===== config.mk =====
export PLATFORM = sky130hd
export DESIGN_NAME = gaps_ctrl
export DESIGN_NICKNAME = d
export VERILOG_FILES = /design/src/rtl/core/gaps_pkg.sv /design/src/rtl/core/gaps_ctrl.sv
export SDC_FILE = /design/constraint.sdc
export NUM_CORES = 1
export LEC_CHECK = 0
export BUFFER_PORTS_ARGS = -buffer_cell sky130_fd_sc_hd__buf_2
export CAP_MARGIN = 30
export CORE_AREA = 5 5 42 44
export DETAILED_ROUTE_END_ITERATION = 12
export DIE_AREA = 0 0 47 49
export PLACE_DENSITY = 0.7
export SLEW_MARGIN = 15
export SYNTH_ARGS = -nofsm -noshare
export SYNTH_HDL_FRONTEND = slang
export SYNTH_SLANG_ARGS = --single-unit

===== constraint.sdc =====
create_clock -name clk -period 1.7 [get_ports clk]
set_input_delay 0.255 -clock clk [delete_from_list [all_inputs] [get_ports clk]]
set_output_delay 0.255 -clock clk [all_outputs]
set_load 0.005 [all_outputs]

===== src/rtl/core/gaps_pkg.sv =====
`timescale 1ns / 1ps
// Shared types and constants for the grid path search block.
// No dependencies; used by gaps_ctrl, gaps_dp and grid_astar_path_search.
package gaps_pkg;

  typedef enum logic [1:0] {
    CMD_WRITE  = 2'd0,
    CMD_SEARCH = 2'd1,
    CMD_READ   = 2'd2
  } cmd_t;

  typedef enum logic [4:0] {
    OP_NONE,
    OP_CLR_ALL,
    OP_LOAD,
    OP_WRITE_PROP,
    OP_RD_CELL,
    OP_SRCH_INIT,
    OP_CLR_VIS,
    OP_START_RD,
    OP_START,
    OP_SCAN_INIT,
    OP_SCAN,
    OP_POP,
    OP_SHIFT,
    OP_POP_DONE,
    OP_NB_RD,
    OP_NB_EVAL,
    OP_NB_PUSH,
    OP_RD_GOAL,
    OP_RESULT
  } dp_op_t;

  typedef struct packed {
    dp_op_t op;
  } dp_cmd_t;

  typedef struct packed {
    logic [1:0] cmd;
    logic       clr_last;
    logic       open_empty;
    logic       scan_busy;
    logic       shift_busy;
    logic       nb_last;
    logic       out_busy;
  } dp_stat_t;

  localparam int IN_DATA_W  = 72;
  localparam int IN_USER_W  = 2;
  localparam int OUT_DATA_W = 56;
  localparam int CFG_W      = 12;
  localparam int TOT_W      = 24;
  localparam int STEP_W     = 13;

  localparam logic [STEP_W-1:0] STEP_STRAIGHT = 13'd256;
  localparam logic [STEP_W-1:0] STEP_DIAG     = 13'd362;
  localparam logic [7:0]        HEUR_MINOR    = 8'd106;
  localparam logic [7:0]        PROP_FREE     = 8'h00;
  localparam logic [7:0]        PROP_WALL     = 8'h01;
  localparam logic [7:0]        PROP_SOLID    = 8'hFF;
  localparam logic [CFG_W-1:0]  WALL_MULT_RST = 12'd256;

  // neighbor order: four straight steps, then four diagonals
  localparam logic signed [1:0] NB_DX [0:7] =
    '{2'sd0, 2'sd0, -2'sd1, 2'sd1, -2'sd1, 2'sd1, 2'sd1, -2'sd1};
  localparam logic signed [1:0] NB_DY [0:7] =
    '{-2'sd1, 2'sd1, 2'sd0, 2'sd0, -2'sd1, 2'sd1, -2'sd1, 2'sd1};

endpackage


===== src/rtl/core/gaps_ctrl.sv =====
`timescale 1ns / 1ps
// Sequencer for the grid path search: walks commands, clear sweeps,
// open list scan/compaction and neighbor expansion. Depends on gaps_pkg.
module gaps_ctrl (
  input  logic               clk,
  input  logic               rst_n,
  input  logic               in_tvalid,
  output logic               in_tready,
  input  gaps_pkg::dp_stat_t stat,
  output gaps_pkg::dp_cmd_t  cmd
);
  import gaps_pkg::*;

  typedef enum logic [3:0] {
    S_RST, S_IDLE, S_DISPATCH, S_CLR, S_START_RD, S_START, S_POP_CHK,
    S_SCAN, S_SHIFT, S_NB_RD, S_NB_EVAL, S_NB_PUSH, S_RESULT
  } state_t;

  state_t state_r, state_nxt;

  assign in_tready = (state_r == S_IDLE);

  always_comb begin
    state_nxt = state_r;
    cmd.op    = OP_NONE;
    unique case (state_r)
      S_RST: begin
        cmd.op = OP_CLR_ALL;
        if (stat.clr_last) state_nxt = S_IDLE;
      end
      S_IDLE: begin
        if (in_tvalid && in_tready) begin
          cmd.op    = OP_LOAD;
          state_nxt = S_DISPATCH;
        end
      end
      S_DISPATCH: begin
        state_nxt = S_RESULT;
        unique case (stat.cmd)
          CMD_WRITE:  cmd.op = OP_WRITE_PROP;
          CMD_READ:   cmd.op = OP_RD_CELL;
          CMD_SEARCH: begin
            cmd.op    = OP_SRCH_INIT;
            state_nxt = S_CLR;
          end
          default:    cmd.op = OP_NONE;
        endcase
      end
      S_CLR: begin
        cmd.op = OP_CLR_VIS;
        if (stat.clr_last) state_nxt = S_START_RD;
      end
      S_START_RD: begin
        cmd.op    = OP_START_RD;
        state_nxt = S_START;
      end
      S_START: begin
        cmd.op    = OP_START;
        state_nxt = S_POP_CHK;
      end
      S_POP_CHK: begin
        if (stat.open_empty) begin
          cmd.op    = OP_RD_GOAL;
          state_nxt = S_RESULT;
        end else begin
          cmd.op    = OP_SCAN_INIT;
          state_nxt = S_SCAN;
        end
      end
      S_SCAN: begin
        if (stat.scan_busy) begin
          cmd.op = OP_SCAN;
        end else begin
          cmd.op    = OP_POP;
          state_nxt = S_SHIFT;
        end
      end
      S_SHIFT: begin
        if (stat.shift_busy) begin
          cmd.op = OP_SHIFT;
        end else begin
          cmd.op    = OP_POP_DONE;
          state_nxt = S_NB_RD;
        end
      end
      S_NB_RD: begin
        cmd.op    = OP_NB_RD;
        state_nxt = S_NB_EVAL;
      end
      S_NB_EVAL: begin
        cmd.op    = OP_NB_EVAL;
        state_nxt = S_NB_PUSH;
      end
      S_NB_PUSH: begin
        cmd.op    = OP_NB_PUSH;
        state_nxt = stat.nb_last ? S_POP_CHK : S_NB_RD;
      end
      S_RESULT: begin
        // hold until the previous word has left the output register
        if (!stat.out_busy) begin
          cmd.op    = OP_RESULT;
          state_nxt = S_IDLE;
        end
      end
      default: state_nxt = S_RST;
    endcase
  end

  always_ff @(posedge clk) begin
    if (!rst_n) begin
      state_r <= S_RST;
    end else begin
      state_r <= state_nxt;
    end
  end

endmodule


==> qor.txt <==
Outcome = completed
Max-cap viol count = 0
Initial core utilization = 0.424
Gr usage total = 0.151
Layout Skew = 0.00211 ns
# port buffers = 16
Largest Register = state_r
Die Span Y = 49 µm
Synth top cells by count = 9 x nand2_1, 7 x a21oi_1, 7 x o21ai_0, 6 x inv_1, 5 x nand2b_1
Initial DRC Count = 30
WL/cell = 13.4 µm
Top flop regs = state_r (4)
Share of layout cells above drive strength 1 = 0.356
Max FO, Critical Path = 9
Period utilization = 0.958
Synthesized area = 594 µm²
Final nets = 120
Worst vdd rail ir drop = 0.000648 V
#FFs+latches synth = 4
Crit-path cells = or2_4 > buf_4 > o31ai_2 > buf_2
Primary FF master, synth = dfxtp_1
Sw Pwr = 526 µW
DR pass1 iterations = 4
Synth area leaders = dfxtp_1 13%, ha_1 6.3%, a21oi_1 5.9%
Worst Path Buf+Inv = 2
Maximum number of pins on one net before global-route repair = 18
Final HPWL DP = 1200 µm
Area leader, netlist = dfxtp_1
Root buffer cell = clkbuf_4
Seq pwr share = 0.211
Int Pwr = 642 µW
Top-Level Pins = 17
First-pass GRT wire length = 2640 µm
Clock transition at path regs = 0.04 ns
Crit path max-delay family = flip-flops
Synthesized net count = 99
Area Growth Syn to Fin = 28.8%
Syn Inst Count = 85
Worst Hold Class = in2reg
Crit path from = state_r[1]
Drc violations = 0
Final hold slack = 0.299 ns
Slew HR = 0.829
Core area = 1400 µm²
Gr ovfl total = 0
Worst-Skew Late Latency = 0.23 ns
Post-synth EDFFs = 0
Leakage = 0.000338 µW
Row count = 14
Initial antenna violation count = 0
CP Launch Type = register
Maximum buffer depth of the clock tree = 2
RePlAce Congestion = 0.795
Crit-path slowest cell = dfxtp_4
Synth cell types = 35
Clock sinks = 4
Setup TNS = 0 ns
Final min period = 1.63 ns
Area of the die = 2300 µm²
Power share of the clock group = 0.097
Reg2Reg Launch Point = state_r[0]
Ys async rst share = 0
Worst Hold Launch = rst_n
Max Clk Rate = 0.614 GHz
Arrival time at the worst endpoint = 1.37 ns
CP Data Required Time = 1.44 ns
Syn avg cell area = 6.99 µm²
Final setup viols = 0
PwrDens = 1530 nW/µm²
Max FFs per register = 4
CTS tree = built
DR vias = 684
Pins Over Slew Limit = 0
Synthesis warning total = 0
Vias in the first global route = 627
Critical path type = reg2out
Most common cell in the synthesized netlist = nand2_1
Delay of the slowest cell on the worst path = 0.37 ns
Sw Share = 0.451
Critical Path End Type = output port
H-tree depth = 1
Register area share after synthesis = 0.135
Via/cell ratio = 5.70
Die X = 47 µm
RSZ-0062 raised after global routing = no
Slew @ Worst Pin = 0.256 ns
Routed WL = 1600 µm
Number of routed nets with antenna violations = 0
Comb power frac = 0.692
CTS buffer count = 3
Top-area cell type share of the netlist area = 0.135
Final hold viol count = 0
Ant. Diodes = 0
layout by cell type (no fill, tap or decap), types with 2 or more instances in the layout:
master | netlist | layout
nor2b_1 | 3 | 2
a21oi_1 | 7 | 7
nand2_1 | 9 | 9
o221a_1 | 2 | 2
ha_1 | 3 | 3
nor3_1 | 3 | 3
dfxtp_4 | 0 | 3
buf_2 | 2 | 16
inv_1 | 6 | 6
o22ai_1 | 3 | 3
a31oi_1 | 3 | 3
buf_4 | 0 | 7
mux2i_1 | 2 | 2
clkbuf_4 | 0 | 4
nand2b_1 | 5 | 4
nor2_1 | 2 | 2
o21ai_0 | 7 | 6
final timing paths:
kind / endpoint / cells past startpoint / slack, ns
worst max-delay path: cmd[4] / 4 / 0.07
worst min-delay path: state_r[0] / 2 / 0.30
worst min register to register: state_r[2] / 3 / 0.71
worst max register to register: state_r[1] / 4 / 0.15
timing repair:
item	CTS	global route
hold buffers	0	0
pin swaps	0	1
setup endpoints to repair	4	5
gates resized for setup	4	9
cloned	0	0
setup buffers	0	1
routing by layer:
metal	GRT usage	up-vias	wire, µm
met5	0	-	0
met4	0.0415	0	0
met3	0.0332	0	75
met2	0.242	19	816
met1	0.197	313	712
li1	-	352	-
worst reg2reg max path: cells and delay by family, from the launching register on:
family / cells / cell delay, ns
simple gates: 1 / 0.50
compound gates: 3 / 0.60
flops: 1 / 0.38
power groups by stage:
stage          Sequential (µW)  Clock (µW)  Combinational [µW]
2_1_floorplan              147           0                 613
3_3_place_gp               227           0                 735
3_5_place_dp               229           0                 740
4_1_cts                    236         118                 752
5_1_grt                    253         128                 902
6_report                   246         114                 808
kinds of logic (layout without fill, tap and decap cells):
| logic type | Yosys count | after routing | share of synthesized area |
|---|---|---|---|
| AO/OA/AOI/OAI | 33 | 33 | 0.381 |
| flip-flops | 4 | 4 | 0.135 |
| adder cells (fa/ha/maj) | 3 | 3 | 0.0632 |
| AND/OR/NAND/NOR | 29 | 29 | 0.270 |
| multiplexers | 2 | 2 | 0.0337 |
| buffers and inverters | 14 | 33 | 0.118 |
layout make-up:
class / count / area [µm²]
Tap cell: 16 / 20.0
Clock buffer: 3 / 22.5
Fill cell: 138 / 636
Multi-Input combinational cell: 67 / 468
Inverter: 6 / 22.5
Sequential cell: 4 / 92.6
Timing Repair Buffer: 24 / 140
through the flow:
| step | cell area [µm²] | worst slack (ns) | utilization | power (µW) | instances |
|---|---|---|---|---|---|
| after floorplan | 594 | 0.194 | - | 761 | 85 |
| final | 766 | 0.0711 | 0.546 | 1170 | 120 |
| after global placement | 699 | 0.101 | 0.499 | 962 | 116 |
| after CTS | 732 | 0.000751 | 0.522 | 1110 | 119 |
| after global routing | 766 | 0.00454 | 0.546 | 1280 | 120 |
| after detailed placement | 699 | 0.0697 | 0.499 | 969 | 116 |
(Power assumes the default switching activity.)
